$ cat config.mk
export PLATFORM = sky130hd
export DESIGN_NAME = bmhq_ctrl
export DESIGN_NICKNAME = d
export VERILOG_FILES = /design/src/hw/rtl/bmhq_pkg.sv /design/src/hw/rtl/bmhq_ctrl.sv
export VERILOG_INCLUDE_DIRS = /design/src /design/src/hw/rtl
export SDC_FILE = /design/constraint.sdc
export NUM_CORES = 1
export LEC_CHECK = 0
export ABC_AREA = 1
export BUFFER_PORTS_ARGS = -buffer_cell sky130_fd_sc_hd__buf_2
export CORE_UTILIZATION = 25
export CTS_BUF_LIST = sky130_fd_sc_hd__clkbuf_2 sky130_fd_sc_hd__clkbuf_4 sky130_fd_sc_hd__clkbuf_8
export DETAILED_ROUTE_END_ITERATION = 16
export GPL_ROUTABILITY_DRIVEN = 1
export GPL_TIMING_DRIVEN = 0
export SLEW_MARGIN = 20
export SYNTH_ARGS = -nofsm -noshare
export SYNTH_HDL_FRONTEND = slang
export SYNTH_SLANG_ARGS = --single-unit
$ cat constraint.sdc
create_clock -name clk -period 1.3 [get_ports clk]
set_clock_uncertainty 0.2 [all_clocks]
set_input_delay 0 -clock clk [delete_from_list [all_inputs] [get_ports clk]]
set_output_delay 0 -clock clk [all_outputs]
set_load 0.005 [all_outputs]
$ cat src/hw/rtl/binary_min_heap_queue_top_assert.svh
// assertion macros shared by the heap queue rtl
// expects clk and rst_n in the scope of each use
`ifndef BINARY_MIN_HEAP_QUEUE_TOP_ASSERT_SVH
`define BINARY_MIN_HEAP_QUEUE_TOP_ASSERT_SVH

// condition and consequence in the same cycle
`define BMHQ_ASSERT_SAME(lbl, pre, post, msg) \
    lbl: assert property (@(posedge clk) disable iff (!rst_n) (pre) |-> (post)) \
        else $error(msg);

// consequence in the cycle after the condition
`define BMHQ_ASSERT_NEXT(lbl, pre, post, msg) \
    lbl: assert property (@(posedge clk) disable iff (!rst_n) (pre) |=> (post)) \
        else $error(msg);

`endif

$ cat src/hw/rtl/bmhq_pkg.sv
// types, sizes and helpers for the binary min-heap queue
// no dependencies; used by controller, datapath and top level
package bmhq_pkg;

    localparam int CAPACITY      = 256;
    localparam int KEY_WIDTH     = 32;
    localparam int PAYLOAD_WIDTH = 32;
    localparam int ADDR_W        = $clog2(CAPACITY);
    localparam int CNT_W         = $clog2(CAPACITY + 1);
    localparam int FIELD_W       = 32;
    localparam int OCC_W         = 9;

    typedef enum logic {
        OP_INSERT = 1'b0,
        OP_REMOVE = 1'b1
    } op_t;

    typedef enum logic [1:0] {
        ST_DONE  = 2'd0,
        ST_FULL  = 2'd1,
        ST_EMPTY = 2'd2
    } status_t;

    typedef struct packed {
        op_t                operation;
        logic [FIELD_W-1:0] key;
        logic [FIELD_W-1:0] payload;
    } bmhq_item_t;

    typedef struct packed {
        logic [FIELD_W-1:0] removed_payload;
        status_t            status;
        logic [OCC_W-1:0]   occupancy;
    } bmhq_result_t;

    typedef struct packed {
        logic [KEY_WIDTH-1:0]     key;
        logic [PAYLOAD_WIDTH-1:0] payload;
    } heap_entry_t;

    typedef enum logic [2:0] {
        POS_HOLD,
        POS_TAIL,
        POS_ROOT,
        POS_PARENT,
        POS_CHILD
    } pos_op_t;

    typedef enum logic [1:0] {
        RD_NONE,
        RD_PARENT,
        RD_ENDS,
        RD_CHILDREN
    } rd_op_t;

    typedef enum logic [2:0] {
        WR_NONE,
        WR_NEW,
        WR_PARENT,
        WR_MOVER,
        WR_CHILD
    } wr_op_t;

    typedef enum logic [1:0] {
        CNT_HOLD,
        CNT_INC,
        CNT_DEC
    } cnt_op_t;

    typedef struct packed {
        logic    load_in;
        logic    load_root;
        pos_op_t pos;
        rd_op_t  rd;
        wr_op_t  wr;
        cnt_op_t cnt;
        logic    res_load;
        logic    res_got;
        status_t res_status;
    } bmhq_cmd_t;

    typedef struct packed {
        logic full;
        logic empty;
        logic at_root;
        logic parent_larger;
        logic has_child;
        logic stop_sift;
    } bmhq_stat_t;

    // heap slots count from 1, memory rows from 0
    function automatic logic [ADDR_W-1:0] slot_idx(input logic [CNT_W-1:0] slot);
        logic [CNT_W-1:0] t;
        t = slot - CNT_W'(1);
        return t[ADDR_W-1:0];
    endfunction

endpackage

$ cat src/hw/rtl/bmhq_ctrl.sv
// sequencer for insert sift-up and remove sift-down
// depends on bmhq_pkg and the assertion header
`include "binary_min_heap_queue_top_assert.svh"

module bmhq_ctrl (
    input  logic                 clk,
    input  logic                 rst_n,
    input  logic                 start,
    input  bmhq_pkg::op_t        operation,
    input  bmhq_pkg::bmhq_stat_t stat,
    output bmhq_pkg::bmhq_cmd_t  cmd,
    output logic                 busy,
    output logic                 done
);
    import bmhq_pkg::*;

    typedef enum logic [2:0] {
        S_IDLE,
        S_INS_RD,
        S_INS_CMP,
        S_RM_ROOT,
        S_RM_RD,
        S_RM_CMP
    } state_t;

    state_t state_reg;
    state_t state_next;
    logic   busy_reg;
    logic   done_reg;

    always_comb
    begin
        cmd        = '{load_in: 1'b0, load_root: 1'b0, pos: POS_HOLD, rd: RD_NONE,
                       wr: WR_NONE, cnt: CNT_HOLD, res_load: 1'b0, res_got: 1'b0,
                       res_status: ST_DONE};
        state_next = state_reg;
        unique case (state_reg)
            S_IDLE:
            begin
                if (start)
                begin
                    cmd.load_in = 1'b1;
                    if (operation == OP_INSERT)
                    begin
                        if (stat.full)
                        begin
                            cmd.res_load   = 1'b1;
                            cmd.res_status = ST_FULL;
                        end
                        else
                        begin
                            cmd.cnt    = CNT_INC;
                            cmd.pos    = POS_TAIL;
                            state_next = S_INS_RD;
                        end
                    end
                    else
                    begin
                        if (stat.empty)
                        begin
                            cmd.res_load   = 1'b1;
                            cmd.res_status = ST_EMPTY;
                        end
                        else
                        begin
                            // root and last entry in one go
                            cmd.rd     = RD_ENDS;
                            state_next = S_RM_ROOT;
                        end
                    end
                end
            end
            S_INS_RD:
            begin
                if (stat.at_root)
                begin
                    cmd.wr     = WR_NEW;
                    cmd.res_load = 1'b1;
                    state_next = S_IDLE;
                end
                else
                begin
                    cmd.rd     = RD_PARENT;
                    state_next = S_INS_CMP;
                end
            end
            S_INS_CMP:
            begin
                if (stat.parent_larger)
                begin
                    cmd.wr     = WR_PARENT;
                    cmd.pos    = POS_PARENT;
                    state_next = S_INS_RD;
                end
                else
                begin
                    cmd.wr       = WR_NEW;
                    cmd.res_load = 1'b1;
                    state_next   = S_IDLE;
                end
            end
            S_RM_ROOT:
            begin
                cmd.load_root = 1'b1;
                cmd.pos       = POS_ROOT;
                state_next    = S_RM_RD;
            end
            S_RM_RD:
            begin
                if (stat.has_child)
                begin
                    cmd.rd     = RD_CHILDREN;
                    state_next = S_RM_CMP;
                end
                else
                begin
                    cmd.wr       = WR_MOVER;
                    cmd.cnt      = CNT_DEC;
                    cmd.res_load = 1'b1;
                    cmd.res_got  = 1'b1;
                    state_next   = S_IDLE;
                end
            end
            S_RM_CMP:
            begin
                if (stat.stop_sift)
                begin
                    cmd.wr       = WR_MOVER;
                    cmd.cnt      = CNT_DEC;
                    cmd.res_load = 1'b1;
                    cmd.res_got  = 1'b1;
                    state_next   = S_IDLE;
                end
                else
                begin
                    cmd.wr     = WR_CHILD;
                    cmd.pos    = POS_CHILD;
                    state_next = S_RM_RD;
                end
            end
            default:
            begin
                state_next = S_IDLE;
            end
        endcase
    end

    always_ff @(posedge clk or negedge rst_n)
    begin
        if (!rst_n)
        begin
            state_reg <= S_IDLE;
            busy_reg  <= 1'b0;
            done_reg  <= 1'b0;
        end
        else
        begin
            state_reg <= state_next;
            busy_reg  <= (state_next != S_IDLE);
            done_reg  <= cmd.res_load;
        end
    end

    assign busy = busy_reg;
    assign done = done_reg;

    `BMHQ_ASSERT_SAME(a_done_not_busy, done_reg, !busy_reg && state_reg == S_IDLE, "result word while busy")
    `BMHQ_ASSERT_NEXT(a_child_compare, state_reg == S_RM_RD && stat.has_child, state_reg == S_RM_CMP && busy_reg, "sift-down skipped compare")
    `BMHQ_ASSERT_NEXT(a_empty_reject, state_reg == S_IDLE && start && operation == OP_REMOVE && stat.empty, done_reg && !busy_reg, "empty remove not answered at once")

endmodule

### Yosys cells after proc, flatten, opt, wreduce, memory -nomap -nowiden

Index checks and enable logic that the tools add are counted.

* $lt $le $gt $ge: 0
* reductions and logical operators: 2
* div/mod/pow operators: 0
* shift operators: 0
* add/subtract/negate cells: 0
* bitwise logic cells: 0
* equal/unequal tests: 5
* multipliers: 0
* mux-type cells: 44

Operators with widths (number)
* $mux 3: 8
* $pmux 3 s4: 2
* $mux 2: 11
* $pmux 3 s6: 1
* $mux 1: 15
* $pmux 2 s3: 2
* $eq 3x2->1 const B: 2
* $eq 3x3->1 const B: 2
* $mux 6: 1
* $mux 5: 1
* $pmux 1 s5: 1
* $mux 4: 1
* $eq 3x1->1 const B: 1
* $logic_not 3->1: 1
* $reduce_bool 3->1: 1
* $pmux 1 s2: 1

* bits of input ports: 10
* bits in writable memories: 0
* flip-flop bits (word level): 5
* memories kept: 0
* latch bits: 0
* logic and storage cells: 54
* bits in read-only memories: 0

### Longest topological paths before layout

* word-level depth: 5
* gate-level depth with buffers: 7

### Worst setup path after synthesis

OpenSTA, ideal clock, no wires.

* path type: register to register
* start: register state_reg[0]
* end: register done_reg, in the netlist done
* required time: 1.020 ns
* data arrival time: 0.969 ns
* library setup time: 0.080 ns
* clock period less this slack: 1.249 ns
* stages on the path, launching flop included: 6
* path buffers: 0
* slack: 0.051 ns
* path through: dfrtp_1 nor2_2 nand3b_1 nand2_1 inv_1 nand3_1

RTL lines
* from (decl): line bmhq_ctrl.sv:26 `state_t state_reg;`
* from (signal assigned): line bmhq_ctrl.sv:158 `state_reg <= state_next;`
* to (signal assigned): line bmhq_ctrl.sv:160 `done_reg <= cmd.res_load;`
* to (decl): line bmhq_ctrl.sv:29 `logic done_reg;`

==> qor.csv <==
metric,value,unit
setup_tns,-1.31,ns
critPathSlowestCell,dfrtp_2,
synthesis.area,383,µm²
final_antenna_net_count,0,
crit_required,1.10,ns
wirelength,1090,µm
hp-class,primary input to flip-flop,
die_w,41.1,µm
end_kind,output port,
fin_area,678,µm²
ir_drop,0.000553,V
yosys_warnings,0,
reg2reg_to,busy,
nets,114,
mostFrequentLayoutCells,"buf_2 (27), nand2_1 (19), inv_1 (10)",
hold_viol_final,1,
setup_viol,13,
synth_seq_cells,5,
initial_core_util,28.0,%
grt_pass1_wl,1570,µm
die-area,1690,µm²
timing.critical_path.to,cmd[3],
min_path_cells,4,
grt_max_degree,8,
area_growth,77.1,%
clock-root-buffer,clkbuf_4,
worst_pin_slew,0.227,ns
htreeDepth,1,
min_period,1.48,ns
hold_buffers,8,
path_delay_family,flip-flops,
cp_num_cells,6,
setup.worst_path.start,state_reg[1],
max_stage_delay,0.44,ns
clk_pin_slew,0.04,ns
cts_buffers,3,
ys_types,13,
place.gp.congestion,0.715,
syn-num-nets,73,
pin_count,28,
avgSynthCellArea,6.08,µm²
firstDrtPassIters,4,
die_y,41.1,µm
final_core_utilization,49.6,%
rsz0062_at_grt,yes,
hpwlAfterDp,826,µm
rr_worst_depth,7,
row_count,13,
gr-total-overflow,0,
final_common_cell,buf_2,
clock_sinks,5,
place_ws,-0.0779,ns
maxSlewViolCount,0,
crit_type,flip-flop to output port,
synth-seq-area-share,32.7,%
violations,"negative hold slack, negative setup slack",
critPathMaxFanout,5,
drc,0,
worst_setup_path_start_kind,flip-flop,
track_usage,13.9,%
report.power.total,0.00116,W
antenna_found_initial,0,
worst-path-buf-inv,2,
crit_chain,nor2_4 -> nand3b_1 -> nand2_1 -> inv_2 -> nand3_2 -> buf_2,
insertion_delay,0.24,ns
postPlaceCellArea,537,µm²
drt-initial-drc-count,16,
largest_register_ffs,3,
wl_per_cell,9.23,µm
fmaxAchievable,0.675,GHz
cap_violations,0,
num_vias,544,
arrival,1.28,ns
syn_inst,63,
viasPerCell,4.61,
post-route-period-util,114,%
status,"finished, violations left",
p_per_area,1710,nW/µm²
layout-drive-gt1-share,43.7,%
fill_cells,148,
worst_slack,-0.181,ns
timing.hold.ws,-0.0689,ns
antenna_cells,0,
rrSetupSlack,0.05,ns
grt_pass1_vias,426,
p_leak,0.468,nW
io_buffers,27,
clock_path_buffers,2,
cts_tree,yes,
core,1370,µm²
slew_headroom,84.8,%
r2r_start,state_reg[0],
-- area by class of cell --
type	count	area, µm²	area share, %
well taps	15	18.8	2.77
repair buffers	36	223	32.8
clock buffers	4	30.0	4.43
inverters	14	55.1	8.12
multi-input cells	44	223	32.8
flip-flops and latches	5	129	19.0
-- where the power goes --
group | switching [W] | total (W) | internal, W
Clock | 0.0000599 | 0.000197 | 0.000137
Sequential | 0.0000902 | 0.000321 | 0.000231
Combinational | 0.000355 | 0.000644 | 0.000288
-- through the flow --
| step | instances | hold slack, ns |
|---|---|---|
| final | 118 | -0.0689 |
| after global routing | 118 | -0.0411 |
| after CTS | 117 | -0.0475 |
| after detailed placement | 105 | -0.382 |
| after global placement | 105 | -0.385 |
| after floorplan | 63 | -0.496 |
-- worst min path at each step --
stage | start | to | slack [ns]
after detailed placement | rst_n | done | -0.38
after CTS | stat[2] | done | -0.05
final | stat[2] | done | -0.07
after floorplan | rst_n | busy | -0.50
after global placement | rst_n | done | -0.38
after global routing | stat[2] | done | -0.04
-- worst min-delay path: cells and delay by family --
kind / cells / cell delay, ns
AOI/OAI and AO/OA: 1 / 0.06
buffers and inverters: 2 / 0.16
and+or+nand+nor: 1 / 0.08
-- Yosys cell counts, drive strengths merged --
library cell	instances	area share [%]
dfrtp	5	33
nand2	19	19
nor2	8	8.5
nand4	5	8.2
nand3b	1	2.0
o21ai	1	1.3
nand3	8	12
inv	14	14
o31ai	1	2.0
nor3	1	1.3
-- cell families (layout without fill, tap and decap cells) --
family	count (synthesis)	count (layout)	synth area share [%]
flops	5	5	32.7
buf+inv	14	54	13.7
compound gates	2	2	3.27
simple gates	42	42	50.3
-- per-layer routing --
metal	vias up	part of all wire [%]	wire length (µm)	GRT usage, %
li1	281	-	-	-
met4	0	0	0	0
met5	-	0	0	0
met2	22	47	513	25.4
met3	0	6.1	66	4.89
met1	241	47	509	16.4
-- timing repair --
| action | 4_1_cts | 5_1_grt |
|---|---|---|
| buffers inserted | 0 | 1 |
| endpoints found under the setup margin | 17 | 18 |
| gates resized for setup | 7 | 4 |
| endpoints found under the hold margin | 10 | 1 |
| pin swaps | 4 | 4 |
(Power assumes the default switching activity.)
